## src/sv/tcp_connection_lookup_assert.svh

```systemverilog
// Assertion macros shared by the connection lookup RTL.
`ifndef TCP_CONNECTION_LOOKUP_ASSERT_SVH
`define TCP_CONNECTION_LOOKUP_ASSERT_SVH

`ifndef ASSERT_OFF

`define TCL_ASSERT(name, clk, rst_n, prop) \
    name: assert property (@(posedge clk) disable iff (!rst_n) prop) \
        else $error("connection lookup assertion failed");

`define TCL_ASSERT_NEVER(name, clk, rst_n, cond) \
    `TCL_ASSERT(name, clk, rst_n, !(cond))

`else

`define TCL_ASSERT(name, clk, rst_n, prop)
`define TCL_ASSERT_NEVER(name, clk, rst_n, cond)

`endif

`endif

```

## src/sv/tcl_pkg.sv

```systemverilog
`default_nettype none

package tcl_pkg;

    localparam int TABLE_ENTRIES = 16;
    localparam int IDX_W         = $clog2(TABLE_ENTRIES);

    localparam int SLOT_W  = 4;
    localparam int CLASS_W = 2;
    localparam int ADDR_W  = 32;
    localparam int PORT_W  = 16;

    localparam int CMP_W = (IDX_W > SLOT_W) ? IDX_W : SLOT_W;

    localparam logic KIND_WRITE  = 1'b0;
    localparam logic KIND_LOOKUP = 1'b1;

    localparam logic [CLASS_W-1:0] CLASS_ACTIVE   = 2'd0;
    localparam logic [CLASS_W-1:0] CLASS_TIMEWAIT = 2'd1;
    localparam logic [CLASS_W-1:0] CLASS_LISTEN   = 2'd2;
    localparam logic [CLASS_W-1:0] CLASS_RESERVED = 2'd3;

    typedef struct packed {
        logic               valid;
        logic               kind;
        logic [SLOT_W-1:0]  slot;
        logic               slot_valid;
        logic [CLASS_W-1:0] slot_class;
        logic [ADDR_W-1:0]  local_address;
        logic [PORT_W-1:0]  local_port;
        logic [ADDR_W-1:0]  remote_address;
        logic [PORT_W-1:0]  remote_port;
        logic               found;
        logic [CLASS_W-1:0] best_class;
        logic [IDX_W-1:0]   best_idx;
    } t_token;

endpackage

`default_nettype wire

```

## src/sv/tcl_if.sv

```systemverilog
`default_nettype none

interface tcl_req_if import tcl_pkg::*; ();
    logic               valid;
    logic               ready;
    logic               kind;
    logic [SLOT_W-1:0]  slot;
    logic               slot_valid;
    logic [CLASS_W-1:0] slot_class;
    logic [ADDR_W-1:0]  local_address;
    logic [PORT_W-1:0]  local_port;
    logic [ADDR_W-1:0]  remote_address;
    logic [PORT_W-1:0]  remote_port;

    modport source (
        output valid, kind, slot, slot_valid, slot_class,
        output local_address, local_port, remote_address, remote_port,
        input  ready
    );

    modport sink (
        input  valid, kind, slot, slot_valid, slot_class,
        input  local_address, local_port, remote_address, remote_port,
        output ready
    );
endinterface

interface tcl_rsp_if import tcl_pkg::*; ();
    logic              valid;
    logic              ready;
    logic              found;
    logic [SLOT_W-1:0] match_slot;

    modport source (output valid, found, match_slot, input ready);
    modport sink (input valid, found, match_slot, output ready);
endinterface

`default_nettype wire

```

## src/sv/tcl_cell.sv

```systemverilog
`default_nettype none

`include "tcp_connection_lookup_assert.svh"

module tcl_cell import tcl_pkg::*; (
    input  wire logic             i_clk,
    input  wire logic             i_rst_n,
    input  wire logic             i_adv,
    input  wire logic [IDX_W-1:0] i_index,
    input  wire t_token           i_tok,
    output t_token                o_tok
);

    logic               r_used;
    logic [CLASS_W-1:0] r_class;
    logic [ADDR_W-1:0]  r_laddr;
    logic [PORT_W-1:0]  r_lport;
    logic [ADDR_W-1:0]  r_raddr;
    logic [PORT_W-1:0]  r_rport;
    t_token             r_tok;
    t_token             n_tok;

    logic hit;
    logic take;
    logic wr;

    always_comb begin
        hit = r_used && (r_class != CLASS_RESERVED) && (r_lport == i_tok.local_port)
            && ((r_laddr == '0) || (r_laddr == i_tok.local_address))
            && ((r_class == CLASS_LISTEN) || (i_tok.remote_port == '0)
                || ((r_rport == i_tok.remote_port)
                    && ((r_raddr == '0) || (r_raddr == i_tok.remote_address))));
        take = i_tok.valid && (i_tok.kind == KIND_LOOKUP) && hit
            && (!i_tok.found || (r_class < i_tok.best_class));
        wr = i_tok.valid && (i_tok.kind == KIND_WRITE)
            && (CMP_W'(i_tok.slot) == CMP_W'(i_index));
        n_tok = i_tok;
        if (take) begin
            n_tok.found      = 1'b1;
            n_tok.best_class = r_class;
            n_tok.best_idx   = i_index;
        end
    end

    always_ff @(posedge i_clk) begin
        if (!i_rst_n) begin
            r_used      <= 1'b0;
            r_tok.valid <= 1'b0;
        end else if (i_adv) begin
            r_tok <= n_tok;
            if (wr) begin
                r_used <= i_tok.slot_valid;
            end
        end
    end

    always_ff @(posedge i_clk) begin
        if (i_adv && wr) begin
            r_class <= i_tok.slot_class;
            r_laddr <= i_tok.local_address;
            r_lport <= i_tok.local_port;
            r_raddr <= i_tok.remote_address;
            r_rport <= i_tok.remote_port;
        end
    end

    assign o_tok = r_tok;

    // A match never carries the reserved class, and a write never picks up a match.
    `TCL_ASSERT(a_found_class, i_clk, i_rst_n,
        (r_tok.valid && r_tok.found) |-> (r_tok.best_class != CLASS_RESERVED))
    `TCL_ASSERT_NEVER(a_write_no_match, i_clk, i_rst_n,
        r_tok.valid && (r_tok.kind == KIND_WRITE) && r_tok.found)

endmodule

`default_nettype wire

```

## src/sv/tcp_connection_lookup.sv

```systemverilog
// TCP connection table with lookup for segment demultiplexing.
// Input channel i_req carries one word per operation: kind selects a table write
// (slot, valid flag, class, addresses and ports) or a lookup (addresses and ports).
// Output channel o_rsp carries one word per lookup: found and match_slot.
// A write gives no output word.
// Every word travels through a row of TABLE_ENTRIES cells, one cell per cycle
// while the row advances; each cell holds one table entry, applies a write
// addressed to it and updates the best match of a passing lookup. Operations
// therefore keep their order. A result passes through one register per cell and
// then the output register before it reaches o_rsp, and one word can be accepted
// in every cycle in which the row is not held.
// Reset clears every valid flag and empties the row; i_req is not ready during
// reset. When the receiver stalls with a result waiting, the whole row holds
// and i_req.ready falls until the result is taken.
`default_nettype none

`include "tcp_connection_lookup_assert.svh"

module tcp_connection_lookup import tcl_pkg::*; (
    input  wire logic i_clk,
    input  wire logic i_rst_n,
    tcl_req_if.sink   i_req,
    tcl_rsp_if.source o_rsp
);

    t_token w_tok [TABLE_ENTRIES+1];
    logic   adv;

    logic              r_out_valid;
    logic              r_found;
    logic [SLOT_W-1:0] r_slot;

    assign adv         = !r_out_valid || o_rsp.ready;
    assign i_req.ready = adv && i_rst_n;

    always_comb begin
        w_tok[0].valid          = i_req.valid && i_req.ready;
        w_tok[0].kind           = i_req.kind;
        w_tok[0].slot           = i_req.slot;
        w_tok[0].slot_valid     = i_req.slot_valid;
        w_tok[0].slot_class     = i_req.slot_class;
        w_tok[0].local_address  = i_req.local_address;
        w_tok[0].local_port     = i_req.local_port;
        w_tok[0].remote_address = i_req.remote_address;
        w_tok[0].remote_port    = i_req.remote_port;
        w_tok[0].found          = 1'b0;
        w_tok[0].best_class     = CLASS_RESERVED;
        w_tok[0].best_idx       = '0;
    end

    for (genvar g = 0; g < TABLE_ENTRIES; g++) begin : g_cell
        tcl_cell u_cell (
            .i_clk   (i_clk),
            .i_rst_n (i_rst_n),
            .i_adv   (adv),
            .i_index (IDX_W'(g)),
            .i_tok   (w_tok[g]),
            .o_tok   (w_tok[g+1])
        );
    end

    always_ff @(posedge i_clk) begin
        if (!i_rst_n) begin
            r_out_valid <= 1'b0;
        end else if (adv) begin
            r_out_valid <= w_tok[TABLE_ENTRIES].valid
                && (w_tok[TABLE_ENTRIES].kind == KIND_LOOKUP);
        end
    end

    always_ff @(posedge i_clk) begin
        if (adv) begin
            r_found <= w_tok[TABLE_ENTRIES].found;
            r_slot  <= SLOT_W'(w_tok[TABLE_ENTRIES].best_idx);
        end
    end

    assign o_rsp.valid      = r_out_valid;
    assign o_rsp.found      = r_found;
    assign o_rsp.match_slot = r_slot;

    `TCL_ASSERT(a_miss_slot_zero, i_clk, i_rst_n,
        (r_out_valid && !r_found) |-> (r_slot == '0))
    `TCL_ASSERT(a_write_no_word, i_clk, i_rst_n,
        (adv && w_tok[TABLE_ENTRIES].valid && (w_tok[TABLE_ENTRIES].kind == KIND_WRITE))
            |=> !r_out_valid)
    `TCL_ASSERT(a_lookup_word, i_clk, i_rst_n,
        (adv && w_tok[TABLE_ENTRIES].valid && (w_tok[TABLE_ENTRIES].kind == KIND_LOOKUP))
            |=> r_out_valid)
    `TCL_ASSERT(a_stall_holds, i_clk, i_rst_n,
        !adv |=> $stable(w_tok[TABLE_ENTRIES]))

endmodule

`default_nettype wire
```

## src/flat_wrapper.sv

```systemverilog
// flat-port wrapper written by rule: the top's interface ports become plain ports
module tcp_connection_lookup_flat import tcl_pkg::*;
  (i_clk, i_rst_n, i_req_valid, i_req_kind, i_req_slot, i_req_slot_valid, i_req_slot_class, i_req_local_address, i_req_local_port, i_req_remote_address, i_req_remote_port, i_req_ready, o_rsp_valid, o_rsp_found, o_rsp_match_slot, o_rsp_ready);
  tcl_req_if i_req_i ();
  tcl_rsp_if o_rsp_i ();
  input  wire logic i_clk;
  input  wire logic i_rst_n;
  input wire logic [$bits(i_req_i.valid)-1:0] i_req_valid;
  input wire logic [$bits(i_req_i.kind)-1:0] i_req_kind;
  input wire logic [$bits(i_req_i.slot)-1:0] i_req_slot;
  input wire logic [$bits(i_req_i.slot_valid)-1:0] i_req_slot_valid;
  input wire logic [$bits(i_req_i.slot_class)-1:0] i_req_slot_class;
  input wire logic [$bits(i_req_i.local_address)-1:0] i_req_local_address;
  input wire logic [$bits(i_req_i.local_port)-1:0] i_req_local_port;
  input wire logic [$bits(i_req_i.remote_address)-1:0] i_req_remote_address;
  input wire logic [$bits(i_req_i.remote_port)-1:0] i_req_remote_port;
  output wire logic [$bits(i_req_i.ready)-1:0] i_req_ready;
  output wire logic [$bits(o_rsp_i.valid)-1:0] o_rsp_valid;
  output wire logic [$bits(o_rsp_i.found)-1:0] o_rsp_found;
  output wire logic [$bits(o_rsp_i.match_slot)-1:0] o_rsp_match_slot;
  input wire logic [$bits(o_rsp_i.ready)-1:0] o_rsp_ready;
  assign i_req_i.valid = i_req_valid;
  assign i_req_i.kind = i_req_kind;
  assign i_req_i.slot = i_req_slot;
  assign i_req_i.slot_valid = i_req_slot_valid;
  assign i_req_i.slot_class = i_req_slot_class;
  assign i_req_i.local_address = i_req_local_address;
  assign i_req_i.local_port = i_req_local_port;
  assign i_req_i.remote_address = i_req_remote_address;
  assign i_req_i.remote_port = i_req_remote_port;
  assign i_req_ready = i_req_i.ready;
  assign o_rsp_valid = o_rsp_i.valid;
  assign o_rsp_found = o_rsp_i.found;
  assign o_rsp_match_slot = o_rsp_i.match_slot;
  assign o_rsp_i.ready = o_rsp_ready;
  tcp_connection_lookup u_core (.i_clk(i_clk), .i_rst_n(i_rst_n), .i_req(i_req_i), .o_rsp(o_rsp_i));
endmodule
```

## config.mk

```make
export PLATFORM = sky130hd
export DESIGN_NAME = tcp_connection_lookup_flat
export DESIGN_NICKNAME = d
export VERILOG_FILES = /design/src/sv/tcl_pkg.sv /design/src/sv/tcl_if.sv /design/src/sv/tcl_cell.sv /design/src/sv/tcp_connection_lookup.sv /design/src/flat_wrapper.sv
export VERILOG_INCLUDE_DIRS = /design/src /design/src/sv
export SDC_FILE = /design/constraint.sdc
export NUM_CORES = 2
export LEC_CHECK = 0
export ABC_AREA = 1
export ABC_CLOCK_PERIOD_IN_PS = 24800
export BUFFER_PORTS_ARGS = -buffer_cell sky130_fd_sc_hd__buf_2
export CELL_PAD_IN_SITES_DETAIL_PLACEMENT = 1
export CELL_PAD_IN_SITES_GLOBAL_PLACEMENT = 1
export CORE_MARGIN = 2
export CORE_UTILIZATION = 53
export DETAILED_ROUTE_END_ITERATION = 8
export GPL_ROUTABILITY_DRIVEN = 0
export GPL_TIMING_DRIVEN = 0
export PLACE_DENSITY = 0.89
export SKIP_CTS_REPAIR_TIMING = 1
export SYNTH_ARGS = -nofsm -noshare
export SYNTH_HDL_FRONTEND = slang
export SYNTH_HIERARCHICAL = 1
export SYNTH_SLANG_ARGS = --single-unit
```

## constraint.sdc

```tcl
create_clock -name i_clk -period 24.8 [get_ports i_clk]
set_input_delay 4.96 -clock i_clk [delete_from_list [all_inputs] [get_ports i_clk]]
set_output_delay 4.96 -clock i_clk [all_outputs]
set_load 0.03 [all_outputs]
```

## Word level (Yosys, flattened, before mapping)

Index checks and enable logic that the tools add are counted.

| operators by class | value |
|---|---|
| order comparisons | 15 |
| bitwise logic cells | 16 |
| multiplexer cells | 15 |
| shift-type cells | 0 |
| equal/unequal tests | 111 |
| reduce and logical (&&, ||, !) cells | 340 |
| $add $sub $neg | 0 |
| multipliers | 0 |
| div/mod/pow operators | 0 |

Operators with widths:

| cell | count |
|---|---|
| $eq 32x32->1 | 32 |
| $logic_not 32->1 | 32 |
| $eq 16x16->1 | 32 |
| $logic_not 16->1 | 16 |
| $logic_and 1x1->1 | 178 |
| $mux 6 | 14 |
| $logic_or 1x1->1 | 80 |
| $reduce_and 2->1 | 17 |
| $eq 2x2->1 const B | 16 |
| $eq 4x4->1 const B | 8 |
| $ne 2x2->1 const B | 16 |
| $lt 2x2->1 | 15 |
| $eq 4x3->1 const B | 4 |
| $logic_not 1->1 | 16 |
| $not 1->1 | 16 |
| $eq 4x2->1 const B | 2 |
| $mux 7 | 1 |
| $eq 4x1->1 const B | 1 |
| $logic_not 4->1 | 1 |

| storage, ports and cells | value |
|---|---|
| logic and storage cells | 780 |
| memory bits (read-only) | 0 |
| register bits | 3277 |
| memories | 0 |
| RAM bits | 0 |
| bits in latches | 0 |

## Logic depth before layout (Yosys ltp)

| logic depth | value |
|---|---|
| depth after elaboration | 8 |
| depth in mapped cells | 14 |

## By module

The synthesis kept the hierarchy.

By module, submodules not included:

| module | cells an instance | area each (um^2) | seq. area each (um^2) | instances |
|---|---|---|---|---|
| tcl_cell (u_core.g_cell[10].u_cell ...) | 577 | 8202.9 | 6316.1 | 15 |
| tcl_cell (u_core.g_cell[0].u_cell) | 567 | 8174.1 | 6316.1 | 1 |
| tcp_connection_lookup | 17 | 220.2 | 170.2 | 1 |

## Worst setup path before layout

OpenSTA, ideal clock, no wires.

| path | value |
|---|---|
| path type | input to register |
| start | in o_rsp_ready |
| end | reg u_core.g_cell[0].u_cell.r_used |
| data required time | 24.696 ns |
| arrival | 16.063 ns |
| slack | 8.633 ns |
| stages on the path | 8 |
| library setup time | 0.104 ns |
| cell sequence | inv_1 > nand2_2 > nand2_2 > nor2_2 > nand2_1 > nor4_1 > o21ai_0 > a21oi_1 |

RTL lines:

| what | RTL line | RTL |
|---|---|---|
| start: declaration | flat_wrapper.sv:21 | `input wire logic [$bits(o_rsp_i.ready)-1:0] o_rsp_ready;` |
| end signal: assignment | tcl_cell.sv:52 | `r_used <= i_tok.slot_valid;` |
| end: declaration | tcl_cell.sv:14 | `logic r_used;` |

## Worst setup path after layout

| path | value |
|---|---|
| start | in i_rst_n |
| end | out i_req_ready |

| between the ends | value |
|---|---|
| longest elaborated chain between the ends | 1 |

Ends and longest elaborated chain:

| what | RTL line | RTL |
|---|---|---|
| start: declaration | flat_wrapper.sv:7 | `input wire logic i_rst_n;` |
| $logic_and 1x1->1 | tcp_connection_lookup.sv:34 | `assign i_req.ready = adv && i_rst_n;` |
| end: declaration | flat_wrapper.sv:17 | `output wire logic [$bits(i_req_i.ready)-1:0] i_req_ready;` |

No other way between the ends.

==> run metrics <==
min Tclk post-route ~11 ns; CTS Root Cell clkbuf_16; clock network fraction of design power 41.7%; Mapped Area roughly 130000 um2; Internal 9.13 mW; setup TNS 0 ns; Logic pwr share roughly 2.8%; Final Hold Viols 0; slowest CP cell buf_4; CP Cell Sequence buf_4 > nand2_2 > inv_1 > buf_2; end of the worst register-to-register path u_core/g_cell[0].u_cell/r_rport[15]; Startpoint Class input pin; RSZ-0062 raised after global routing no; Power Density 80.4 nW/um2; vertical die dimension 496 um; Hold Path Origin u_core/g_cell[14].u_cell/o_tok[104]; clock sink total 3277; Max VDD drop ~73 uV; Die Wd slightly below 500 um; Starting Density ~53%; max-slew violation count 0; CP top delay family buffers and inverters; initial DRC count a little under 7000; crit-path max cell delay roughly 0.59 ns; Overall Global Routing Usage between 20% and 30%; f_max around 90 MHz; layout cells sized above 1 9.14%; Clk pin slew, worst setup/hold paths 0.06 ns; first-pass GRT wire length 532000 um; CP Data Arrival Time roughly 6.2 ns; path depth of the worst reg2reg path 14; CP Buf/Inv Count 3; hold path depth 0; Wirelength per Cell between 20 and 30 um; DRT Pass-1 Iters 6; Cells after Synth 9128; sequential fraction of design power a little under three fifths; syn avg cell area approximately 14 um2; # DRC 0; ANT nets after route 0; IO Pins 115; grt total ovfl 0; switching portion of total power 21.9%; Inserted Clock Buffers 330; worst-margin pin slew roughly 1.3 ns; FF-to-FF Start u_core/o_rsp.valid; pin count of the biggest net entering global routing 80; final setup vio count 0; Std-Cell Rows 180; hold_ws about 0.43 ns; most frequent cells in the layout edfxtp_1, nand2_1, xnor2_1; register-to-register setup slack just over 20 ns; final worst-path cycle share roughly 45%; Inst Count DP between 10000 and 15000; initial antenna violation count 2; most common cell after layout, fill and taps aside edfxtp_1; HPWL Detailed around 210000 um; outcome finished clean; Pwr Total 11.7 mW; leakage around 52 nW; worst setup path category in2out; I/O Buffers 114; final instance count without filler cells around 13000; Vias between 70000 and 80000; Max-Cap Viols 0; Skew-Pair Late Insertion Delay 0.97 ns; CTS tree done; Sw Pwr 2.56 mW; min-delay worst type reg2reg; Max Root-Sink Buffers 4; H-tree level count 5; number of global-route vias before repair 86000; total wire length around 350000 um; Area growth syn-to-layout 13.3%; crit end category output pin; die area between 200000 and 250000 um2; clk_skew around 0.05 ns; worst rel slew slack 13.1%; Worst Path Required 19.84 ns; Core Area about 240000 um2; Fill cells 22200; hold path endpoint u_core/g_cell[15].u_cell/r_class[1]; YS warnings 6; worst-path maximum fanout 50; vias per cell approximately 5.8; layout net count around 10000
metal layers:
metal | vias to the layer above | global-route usage [%] | part of all wire, %
met1 | 39000 | 30.9 | 35
met5 | - | 0 | 0
met4 | 0 | 13.4 | 5.0
met2 | 3528 | 54.4 | 55
li1 | 33000 | - | -
met3 | 1140 | 3.76 | 4.9
flip-flops by register name, summed over array words and instances (netlist names):
register and cells:
u_core/o_rsp.valid 1, u_core/g_cell.u_cell/r_lport 256, u_core/g_cell.u_cell/r_laddr 512, u_core/g_cell.u_cell/r_class 32, u_core/g_cell.u_cell/o_tok 1687, u_core/o_rsp.found 1, u_core/g_cell.u_cell/r_raddr 512, u_core/g_cell.u_cell/r_used 16
u_core/o_rsp.match_slot 4, u_core/g_cell.u_cell/r_rport 256
cell type report:
cell class | instances | area, um2 | share of cell area (%)
Sequential cell | 3277 | 98100 | 67.5
Inverter | 800 | 3040 | 2.09
Antenna cell | 1 | 2.50 | 0.00172
Timing Repair Buffer | 301 | 2300 | 1.59
Clock buffer | 433 | 8910 | 6.13
Multi-Input combinational cell | 5188 | 27800 | 19.1
Clock inverter | 138 | 1180 | 0.811
Tap cell | 3185 | 3990 | 2.74
through the flow:
step                setup WS [ns]  utilization, %  area, um2
floorplan                    8.63               -     129000
global placement             4.73            55.4     133000
detailed placement          13.29            56.2     135000
CTS                         13.22            60.4     145000
global route                13.65            60.4     145000
finish                      13.66            60.4     145000
power groups by stage:
stage / clock network [mW] / logic (mW) / registers (mW)
final: 4.88 / 0.328 / 6.48
after global routing: 5.10 / 0.356 / 6.49
after CTS: 4.94 / 0.322 / 6.48
after detailed placement: 0 / 0.294 / 6.58
after global placement: 0 / 0.241 / 6.55
after floorplan: 0 / 0.203 / 6.50
how the worst max path moves through the flow:
stage	from	endpoint	slack, ns	depth (start not counted)
floorplan	o_rsp_ready	u_core/g_cell[0].u_cell/r_used	8.63	8
global placement	o_rsp_ready	u_core/g_cell[15].u_cell/r_used	4.73	7
detailed placement	i_rst_n	i_req_ready	13.29	4
CTS	i_rst_n	i_req_ready	13.22	4
global route	i_rst_n	i_req_ready	13.65	4
finish	i_rst_n	i_req_ready	13.66	4
(Power assumes the default switching activity.)
